## src/rtl/usbreq_pkg.sv

```systemverilog
// Package for the USB standard-request handler: codes, widths and helper functions.
`default_nettype none

package usbreq_pkg;

  // Number of endpoints with a halt bit (endpoint 0 included), 1 to 16.
  localparam int NUM_ENDPOINTS = 8;

  localparam int IN_TDATA_W   = 48;
  localparam int IN_TUSER_W   = 3;
  localparam int OUT_TDATA_W  = 80;
  localparam int OUT_TUSER_W  = 3;

  localparam logic [15:0] SERIAL_SELECTOR = 16'h03DC;
  localparam logic [6:0]  ADDR_MASK       = 7'h7F;

  typedef enum logic [1:0] {
    OP_SETUP     = 2'd0,
    OP_SUSPEND   = 2'd1,
    OP_RESUME    = 2'd2,
    OP_BUS_RESET = 2'd3
  } opcode_t;

  typedef enum logic [2:0] {
    ACT_NONE   = 3'd0,
    ACT_STALL  = 3'd1,
    ACT_ACK    = 3'd2,
    ACT_REPLY1 = 3'd3,
    ACT_REPLY2 = 3'd4,
    ACT_SERIAL = 3'd5,
    ACT_DESC   = 3'd6
  } action_t;

  typedef enum logic [2:0] {
    ST_UNATTACHED = 3'd0,
    ST_POWERED    = 3'd1,
    ST_DEFAULT    = 3'd2,
    ST_ADDRESSED  = 3'd3,
    ST_CONFIGURED = 3'd4,
    ST_SUSPENDED  = 3'd5
  } dev_state_t;

  typedef enum logic [1:0] {
    EP_CMD_NONE  = 2'd0,
    EP_CMD_HALT  = 2'd1,
    EP_CMD_CLEAR = 2'd2
  } ep_cmd_t;

  // Standard request codes (bRequest).
  localparam logic [7:0] REQ_STATUS     = 8'd0;
  localparam logic [7:0] REQ_FEAT_CLR   = 8'd1;
  localparam logic [7:0] REQ_FEAT_SET   = 8'd3;
  localparam logic [7:0] REQ_ADDR_SET   = 8'd5;
  localparam logic [7:0] REQ_GET_DESC   = 8'd6;
  localparam logic [7:0] REQ_GET_CONFIG = 8'd8;
  localparam logic [7:0] REQ_SET_CONFIG = 8'd9;

  // bmRequestType values accepted.
  localparam logic [7:0] RT_OUT_DEVICE   = 8'h00;
  localparam logic [7:0] RT_OUT_ENDPOINT = 8'h02;
  localparam logic [7:0] RT_IN_DEVICE    = 8'h80;
  localparam logic [7:0] RT_IN_INTERFACE = 8'h81;
  localparam logic [7:0] RT_IN_ENDPOINT  = 8'h82;

  localparam logic [15:0] WAKEUP_FEATURE_SEL = 16'd1;

  // State the device settles in when it leaves suspend or changes configuration.
  function automatic dev_state_t idle_state(input logic [7:0] cfg, input logic [6:0] addr);
    dev_state_t s;
    if (cfg != 8'd0) begin
      s = ST_CONFIGURED;
    end else if (addr != 7'd0) begin
      s = ST_ADDRESSED;
    end else begin
      s = ST_POWERED;
    end
    return s;
  endfunction

endpackage

`default_nettype wire

```

## src/rtl/usb_standard_request_handler.sv

```systemverilog
// Top level of the USB standard-request handler: event decode, device state and result register.
`default_nettype none

// USB device standard-request engine.
// The input channel carries one event per transfer: a SETUP packet, suspend, resume or
// bus reset. The event kind and the "already handled by the application" flag travel in
// in_tuser; the eight setup bytes travel in in_tdata. For every event exactly one result
// transfer follows on the output channel: the action code in out_tuser, and in out_tdata
// the reply word, descriptor request, endpoint command and a snapshot of the device
// state, address, configuration and remote-wakeup flag as they stand after the event.
// The result of an event is registered as the event is accepted and presented from the
// next edge on. Throughput is one event per cycle while out_tready stays high; the only
// storage in the path is the single result register, refilled in the same cycle it is drained.
// When the receiver stalls, the result register holds its transfer and in_tready drops,
// so no event is taken until the waiting result has gone.
// Reset (rst_n low, synchronous) puts the device in the unattached state with address,
// configuration, remote wakeup and all endpoint halt bits cleared, and empties the result
// register. A bus reset event sets the default state and clears all else but remote wakeup.
module usb_standard_request_handler (
  input  wire logic                                 clk,
  input  wire logic                                 rst_n,
  input  wire logic                                 in_tvalid,
  output logic                                      in_tready,
  // [7:0] request_type, [15:8] request_code, [31:16] value_word, [47:32] index_word
  input  wire logic [usbreq_pkg::IN_TDATA_W-1:0]    in_tdata,
  // [1:0] opcode, [2] app_handled
  input  wire logic [usbreq_pkg::IN_TUSER_W-1:0]    in_tuser,
  output logic                                      out_tvalid,
  input  wire logic                                 out_tready,
  // [15:0] reply_data, [31:16] descriptor_selector, [47:32] descriptor_language,
  // [49:48] endpoint_command, [53:50] endpoint_target, [56:54] device_state,
  // [63:57] device_address, [71:64] configuration_value, [72] remote_wakeup,
  // [79:73] zero
  output logic [usbreq_pkg::OUT_TDATA_W-1:0]        out_tdata,
  // [2:0] action
  output logic [usbreq_pkg::OUT_TUSER_W-1:0]        out_tuser
);

  localparam int NEP = usbreq_pkg::NUM_ENDPOINTS;

  // Device state registers.
  usbreq_pkg::dev_state_t state_r, state_nxt;
  logic [6:0]             addr_r, addr_nxt;
  logic [7:0]             config_r, config_nxt;
  logic                   wakeup_r, wakeup_nxt;
  logic [NEP-1:0]         halt_r, halt_nxt;

  // Result register.
  logic                               out_valid_r;
  logic [usbreq_pkg::OUT_TDATA_W-1:0] out_tdata_r, out_tdata_nxt;
  logic [usbreq_pkg::OUT_TUSER_W-1:0] out_tuser_r;

  // Decoded input fields.
  usbreq_pkg::opcode_t opcode;
  logic                handled;
  logic [7:0]          rtype;
  logic [7:0]          rcode;
  logic [15:0]         wval;
  logic [15:0]         widx;
  logic [3:0]          ep;
  logic [NEP-1:0]      ep_sel;
  logic                ep_ok;
  logic                in_fire;

  // Result fields.
  usbreq_pkg::action_t action;
  usbreq_pkg::ep_cmd_t ecmd;
  logic [15:0]         reply;
  logic [15:0]         dsel;
  logic [15:0]         dlang;
  logic [3:0]          etgt;

  assign opcode  = usbreq_pkg::opcode_t'(in_tuser[1:0]);
  assign handled = in_tuser[2];
  assign rtype   = in_tdata[7:0];
  assign rcode   = in_tdata[15:8];
  assign wval    = in_tdata[31:16];
  assign widx    = in_tdata[47:32];
  assign ep      = widx[3:0];

  // A new transfer is taken whenever the result register is empty or being drained.
  assign in_tready = !out_valid_r || out_tready;
  assign in_fire   = in_tvalid && in_tready;

  // One-hot endpoint select; an endpoint number beyond the table selects nothing.
  always_comb begin
    for (int i = 0; i < NEP; i++) begin
      ep_sel[i] = (ep == 4'(i));
    end
  end

  // Halt commands are refused on endpoint 0 and on endpoints that do not exist.
  assign ep_ok = (ep != 4'd0) && ({1'b0, ep} < 5'(NEP));

  always_comb begin
    state_nxt  = state_r;
    addr_nxt   = addr_r;
    config_nxt = config_r;
    wakeup_nxt = wakeup_r;
    halt_nxt   = halt_r;
    action     = usbreq_pkg::ACT_NONE;
    ecmd       = usbreq_pkg::EP_CMD_NONE;
    reply      = 16'd0;
    dsel       = 16'd0;
    dlang      = 16'd0;
    etgt       = 4'd0;

    case (opcode)
      usbreq_pkg::OP_SUSPEND: begin
        state_nxt = usbreq_pkg::ST_SUSPENDED;
      end
      usbreq_pkg::OP_RESUME: begin
        state_nxt = usbreq_pkg::idle_state(config_r, addr_r);
      end
      usbreq_pkg::OP_BUS_RESET: begin
        // Remote wakeup deliberately survives a bus reset.
        state_nxt  = usbreq_pkg::ST_DEFAULT;
        config_nxt = 8'd0;
        addr_nxt   = 7'd0;
        halt_nxt   = '0;
      end
      usbreq_pkg::OP_SETUP: begin
        if (state_r != usbreq_pkg::ST_UNATTACHED && !handled) begin
          action = usbreq_pkg::ACT_STALL;
          case (rcode)
            usbreq_pkg::REQ_STATUS: begin
              if (rtype == usbreq_pkg::RT_IN_DEVICE) begin
                reply  = {14'd0, wakeup_r, 1'b0};
                action = usbreq_pkg::ACT_REPLY2;
              end else if (rtype == usbreq_pkg::RT_IN_ENDPOINT) begin
                reply  = {15'd0, |(halt_r & ep_sel)};
                action = usbreq_pkg::ACT_REPLY2;
              end
            end
            usbreq_pkg::REQ_FEAT_CLR,
            usbreq_pkg::REQ_FEAT_SET: begin
              if (rtype == usbreq_pkg::RT_OUT_DEVICE) begin
                if (wval == usbreq_pkg::WAKEUP_FEATURE_SEL) begin
                  wakeup_nxt = (rcode == usbreq_pkg::REQ_FEAT_SET);
                  action     = usbreq_pkg::ACT_ACK;
                end
              end else if (rtype == usbreq_pkg::RT_OUT_ENDPOINT) begin
                // The feature selector is not checked for endpoints.
                if (ep_ok) begin
                  if (rcode == usbreq_pkg::REQ_FEAT_SET) begin
                    halt_nxt = halt_r | ep_sel;
                    ecmd     = usbreq_pkg::EP_CMD_HALT;
                  end else begin
                    halt_nxt = halt_r & ~ep_sel;
                    ecmd     = usbreq_pkg::EP_CMD_CLEAR;
                  end
                  etgt   = ep;
                  action = usbreq_pkg::ACT_ACK;
                end
              end
            end
            usbreq_pkg::REQ_ADDR_SET: begin
              if (rtype == usbreq_pkg::RT_OUT_DEVICE) begin
                addr_nxt  = wval[6:0] & usbreq_pkg::ADDR_MASK;
                state_nxt = (wval[6:0] != 7'd0) ? usbreq_pkg::ST_ADDRESSED
                                                : usbreq_pkg::ST_DEFAULT;
                action    = usbreq_pkg::ACT_ACK;
              end
            end
            usbreq_pkg::REQ_GET_DESC: begin
              if (rtype == usbreq_pkg::RT_IN_DEVICE || rtype == usbreq_pkg::RT_IN_INTERFACE) begin
                if (wval == usbreq_pkg::SERIAL_SELECTOR) begin
                  action = usbreq_pkg::ACT_SERIAL;
                end else begin
                  dsel   = wval;
                  dlang  = widx;
                  action = usbreq_pkg::ACT_DESC;
                end
              end
            end
            usbreq_pkg::REQ_GET_CONFIG: begin
              if (rtype == usbreq_pkg::RT_IN_DEVICE) begin
                reply  = {8'd0, config_r};
                action = usbreq_pkg::ACT_REPLY1;
              end
            end
            usbreq_pkg::REQ_SET_CONFIG: begin
              if (rtype == usbreq_pkg::RT_OUT_DEVICE) begin
                config_nxt = wval[7:0];
                state_nxt  = usbreq_pkg::idle_state(wval[7:0], addr_r);
                action     = usbreq_pkg::ACT_ACK;
              end
            end
            default: begin
            end
          endcase
        end
      end
      default: begin
      end
    endcase
  end

  // Result word carries the state as it stands after this event.
  assign out_tdata_nxt = {7'd0, wakeup_nxt, config_nxt, addr_nxt, 3'(state_nxt),
                          etgt, 2'(ecmd), dlang, dsel, reply};

  always_ff @(posedge clk) begin
    if (!rst_n) begin
      state_r     <= usbreq_pkg::ST_UNATTACHED;
      addr_r      <= 7'd0;
      config_r    <= 8'd0;
      wakeup_r    <= 1'b0;
      halt_r      <= '0;
      out_valid_r <= 1'b0;
    end else begin
      if (in_fire) begin
        state_r     <= state_nxt;
        addr_r      <= addr_nxt;
        config_r    <= config_nxt;
        wakeup_r    <= wakeup_nxt;
        halt_r      <= halt_nxt;
        out_valid_r <= 1'b1;
      end else if (out_tready) begin
        out_valid_r <= 1'b0;
      end
    end
  end

  always_ff @(posedge clk) begin
    if (in_fire) begin
      out_tdata_r <= out_tdata_nxt;
      out_tuser_r <= 3'(action);
    end
  end

  assign out_tvalid = out_valid_r;
  assign out_tdata  = out_tdata_r;
  assign out_tuser  = out_tuser_r;

endmodule

`default_nettype wire

```

## config.mk

```make
export PLATFORM = sky130hd
export DESIGN_NAME = usb_standard_request_handler
export DESIGN_NICKNAME = d
export VERILOG_FILES = /design/src/rtl/usbreq_pkg.sv /design/src/rtl/usb_standard_request_handler.sv
export SDC_FILE = /design/constraint.sdc
export NUM_CORES = 1
export LEC_CHECK = 0
export BUFFER_PORTS_ARGS = -buffer_cell sky130_fd_sc_hd__buf_2
export CORE_ASPECT_RATIO = 1.25
export CORE_MARGIN = 2
export CORE_UTILIZATION = 55
export CTS_CLUSTER_DIAMETER = 120
export CTS_CLUSTER_SIZE = 12
export DETAILED_ROUTE_END_ITERATION = 8
export PLACE_DENSITY = 0.93
export SLEW_MARGIN = 5
export SYNTH_ARGS = -nofsm -noshare
export SYNTH_HDL_FRONTEND = slang
export SYNTH_SLANG_ARGS = --single-unit
```

## constraint.sdc

```tcl
create_clock -name clk -period 9.35 [get_ports clk]
set_input_delay 2.805 -clock clk [delete_from_list [all_inputs] [get_ports clk]]
set_output_delay 2.805 -clock clk [all_outputs]
set_load 0.02 [all_outputs]
```

==> flow_summary.rst <==
.. list-table::
   :header-rows: 1

   * - Metric
     - Value
   * - Run status
     - finished clean
   * - Met3 routed WL
     - between 800 and 900 microns
   * - DRC violation total after the first TritonRoute iteration
     - about 300
   * - Final Skew
     - 6.354 ps
   * - Antenna violations before repair
     - 0
   * - Post-synthesis register bit count
     - 96
   * - Grt ovf
     - 0
   * - Cells traversed along the worst timing path
     - buf_2, nand2b_1, buf_2
   * - Yosys warning count
     - 0
   * - Site Rows
     - 36
   * - Category of the worst setup path launch point
     - primary input
   * - Final critical-path share of the clock period
     - 0.6448
   * - Overall power consumption
     - 0.8163 mW
   * - Number of nets in the layout
     - 558
   * - Leak
     - ~2.1 nW
   * - Hold WC Path Type
     - flop to flop
   * - Required time of the critical path
     - 6550 ps
   * - Number of global-route vias before repair
     - 3345
   * - DIE AREA
     - 8922 sq um
   * - Distinct cell type count after synthesis
     - ~60
   * - Number of flops mapped to enable cells by yosys
     - 68
   * - Final Hold Fails
     - 0
   * - Slew of the pin with the lowest slew margin
     - 1041 ps
   * - Post-cts repair resize count
     - 0
   * - DR top layer
     - met4
   * - Setup TNS
     - 0 ps
   * - Total clock sinks
     - 96
   * - Cell repeated most along the worst path
     - sky130_fd_sc_hd__buf_2
   * - Global-route total usage across every layer
     - 0.2445
   * - Worst slew margin relative to its limit
     - 0.2995
   * - Proportion of register bits with asynchronous set or reset after synthesis
     - 0
   * - Number of placed I/O pins
     - 140
   * - Pins Over Slew Limit
     - 0
   * - Number of placed cells counting well taps
     - 583
   * - Commonest cells in the synthesized netlist
     - sky130_fd_sc_hd__edfxtp_1 (68), sky130_fd_sc_hd__and2_1 (41), sky130_fd_sc_hd__a22o_1 (28), sky130_fd_sc_hd__dfxtp_1 (28), sky130_fd_sc_hd__clkbuf_1 (16)
   * - Setup Fix Bufs, Post-CTS
     - 0
   * - Fraction of the core area covered by cells at the end of the flow
     - 0.6721
   * - Met2 wire length
     - 5.522 mm
   * - Clock Latency Late Sink
     - about 360 ps
   * - Cells after synthesis
     - 381
   * - Final critical-path required period
     - 6028 ps
   * - Initial core utilization
     - 0.5706
   * - Routed Antenna Nets
     - 0
   * - Sequential-to-total area share from yosys stat
     - 0.5786
   * - Drt first pass iters
     - 5
   * - Power per cell area
     - between 150 and 200 nW/um^2
   * - Area of the multi-input gates
     - 1727 sq um
   * - Mean area per synthesized cell
     - between 10 and 15 sq um
   * - M1 WL
     - ~4.2 mm
   * - Routability Congestion
     - 0.9032
   * - Count of H-tree levels built during CTS
     - 3
   * - Area overhead of the layout relative to synthesis
     - 17.77%
   * - Cells taking the most area after synthesis
     - sky130_fd_sc_hd__edfxtp_1 (45%), sky130_fd_sc_hd__dfxtp_1 (12%), sky130_fd_sc_hd__and2_1 (5.7%)
   * - Y dimension of the die
     - between 100 and 150 microns
   * - Clock edge transition at the registers on the reported setup and hold paths
     - 80 ps
   * - Cell with the most instances after synthesis
     - sky130_fd_sc_hd__edfxtp_1
   * - Maximum number of pins on one net before global-route repair
     - 45
   * - DR vias
     - between 3000 and 4000
   * - Post-Syn Area
     - 4498 sq um
   * - Largest area contributor in the netlist
     - sky130_fd_sc_hd__edfxtp_1
   * - Synth Flop Type
     - sky130_fd_sc_hd__edfxtp_1
   * - Post-DR wirelength/cell
     - about 18 microns
   * - Core Area
     - 7883 sq um
   * - Max cap viols
     - 0
   * - Total wire length after detailed routing
     - 10.78 mm
   * - VDD IR-drop max
     - 0.0001078 V
   * - Layout cells sized above 1
     - 0.3036
   * - FILL cells
     - 614
   * - Maximum clock frequency
     - between 0.15 and 0.2 GHz
   * - Number of buffer cells added on primary ports
     - around 120
   * - Remaining DRCs
     - 0
   * - First-pass GRT wire length
     - ~17 mm
   * - Sort of element at the end of the critical path
     - output pin
   * - Worst path max stage delay
     - 170 ps
   * - TritonCTS clock tree
     - done
   * - Setup repair after global routing missed its margin
     - false
   * - Die outline width
     - around 85 microns
   * - Number of clock buffers inserted by TritonCTS
     - 9
   * - Largest fanout on the critical path
     - 3
   * - Post-CTS Hold Fix Bufs
     - 0
   * - Crit-path slowest cell
     - sky130_fd_sc_hd__buf_2
   * - Worst setup path class
     - primary input to output pin
   * - Estimated wirelength of the detail-placed design
     - 7.830 mm
   * - Endpoints failing setup
     - 0
   * - Seq. cell area
     - 2603 sq um
   * - CTS root buf
     - sky130_fd_sc_hd__clkbuf_8
   * - Worst Path Arrival
     - 3220 ps
   * - Area share of the largest cell type after synthesis
     - 0.4540
   * - Number of standard cells in the final layout excluding fillers
     - 599
   * - Average vias per placed instance
     - 6.030
   * - Inserted Diodes
     - 0
   * - Maximum buffer depth of the clock tree
     - 2
## logic make-up after synthesis
| family | share of synthesized area |
|---|---|
| and+or+nand+nor | 0.1972 |
| adders and majority gates | 0.01113 |
| DFF | 0.5786 |
| muxes | 0.01697 |
| other | 0.0008337 |
| xor gates and xnor gates | 0.001948 |
| buffers and inverters | 0.05007 |
| AOI/OAI and AO/OA | 0.1433 |
## area by class of cell
type | count | share of cell area
sequential | 96 | 0.4913
clock inverter | 3 | 0.003307
inverter | 10 | 0.007085
clock buffer | 13 | 0.03000
timing repair buffer | 126 | 0.1200
multi-input combinational | 256 | 0.3259
tap | 95 | 0.02244
## sequential cells by signal, summed over array words and instances (netlist names)
name,flops
out_tvalid,1
addr_r,7
wakeup_r,1
out_tdata,65
state_r,3
config_r,8
out_tuser,3
halt_r,8
## path summary, 6_finish.rpt
check,from,endpoint,slack [ps],cells after the start
worst max-delay path,out_tready,in_tready,3320,3
worst min-delay path,halt_r[0],halt_r[0],470,1
worst max register to register,state_r[0],out_tdata[69],6780,5
worst min register to register,halt_r[0],halt_r[0],470,1
## metrics by stage
stage / area, sq um / setup WS (ps) / hold slack [ps]
floorplan: 4554 / 2980 / 424.9
global placement: 5121 / 3337 / 442.3
detailed placement: 5121 / 3322 / 442.4
CTS: 5298 / 3320 / 466.3
global route: 5298 / 3293 / 489.8
finish: 5298 / 3322 / 467.7
## placed cells by master, fill, tap and decap left out, types with 3 or more instances in the layout
cell / count
sky130_fd_sc_hd__or4_1: 9
sky130_fd_sc_hd__buf_2: 124
sky130_fd_sc_hd__or2_2: 3
sky130_fd_sc_hd__and2_1: 41
sky130_fd_sc_hd__nor2_1: 13
sky130_fd_sc_hd__conb_1: 16
sky130_fd_sc_hd__nand4_1: 6
sky130_fd_sc_hd__edfxtp_1: 68
sky130_fd_sc_hd__nand2_1: 15
sky130_fd_sc_hd__o21ai_1: 3
sky130_fd_sc_hd__o21ai_0: 9
sky130_fd_sc_hd__ha_1: 4
sky130_fd_sc_hd__or3_1: 6
sky130_fd_sc_hd__nand3_1: 6
sky130_fd_sc_hd__inv_1: 9
sky130_fd_sc_hd__a21oi_1: 4
sky130_fd_sc_hd__clkbuf_8: 11
sky130_fd_sc_hd__nand2b_1: 5
sky130_fd_sc_hd__a21boi_0: 3
sky130_fd_sc_hd__nor3_1: 10
sky130_fd_sc_hd__nand4b_1: 4
sky130_fd_sc_hd__nor4_1: 14
sky130_fd_sc_hd__a31oi_1: 6
sky130_fd_sc_hd__o311ai_1: 3
sky130_fd_sc_hd__or4b_2: 3
sky130_fd_sc_hd__dfxtp_1: 28
sky130_fd_sc_hd__o31ai_1: 3
sky130_fd_sc_hd__o211ai_1: 5
sky130_fd_sc_hd__a41oi_1: 3
sky130_fd_sc_hd__a22o_1: 28
## worst max-delay path, delay by kind of cell
family / cells / cell delay, ps
simple gates: 1 / 160
buf+inv: 2 / 260
## power breakdown
part	switching [mW]	leakage [nW]	internal [mW]	total [mW]
logic	0.0691	1.12	0.0271	0.0962
registers	0.00392	0.911	0.469	0.473
clock network	0.137	0.0910	0.111	0.247
## per-layer routing
metal / up-vias / global-route usage
met5: - / 0
met4: 0 / 0.07596
met3: 25 / 0.05213
met2: 205 / 0.4218
met1: 1692 / 0.3056
li1: 1690 / -
Power figures use the tool's default switching activity.
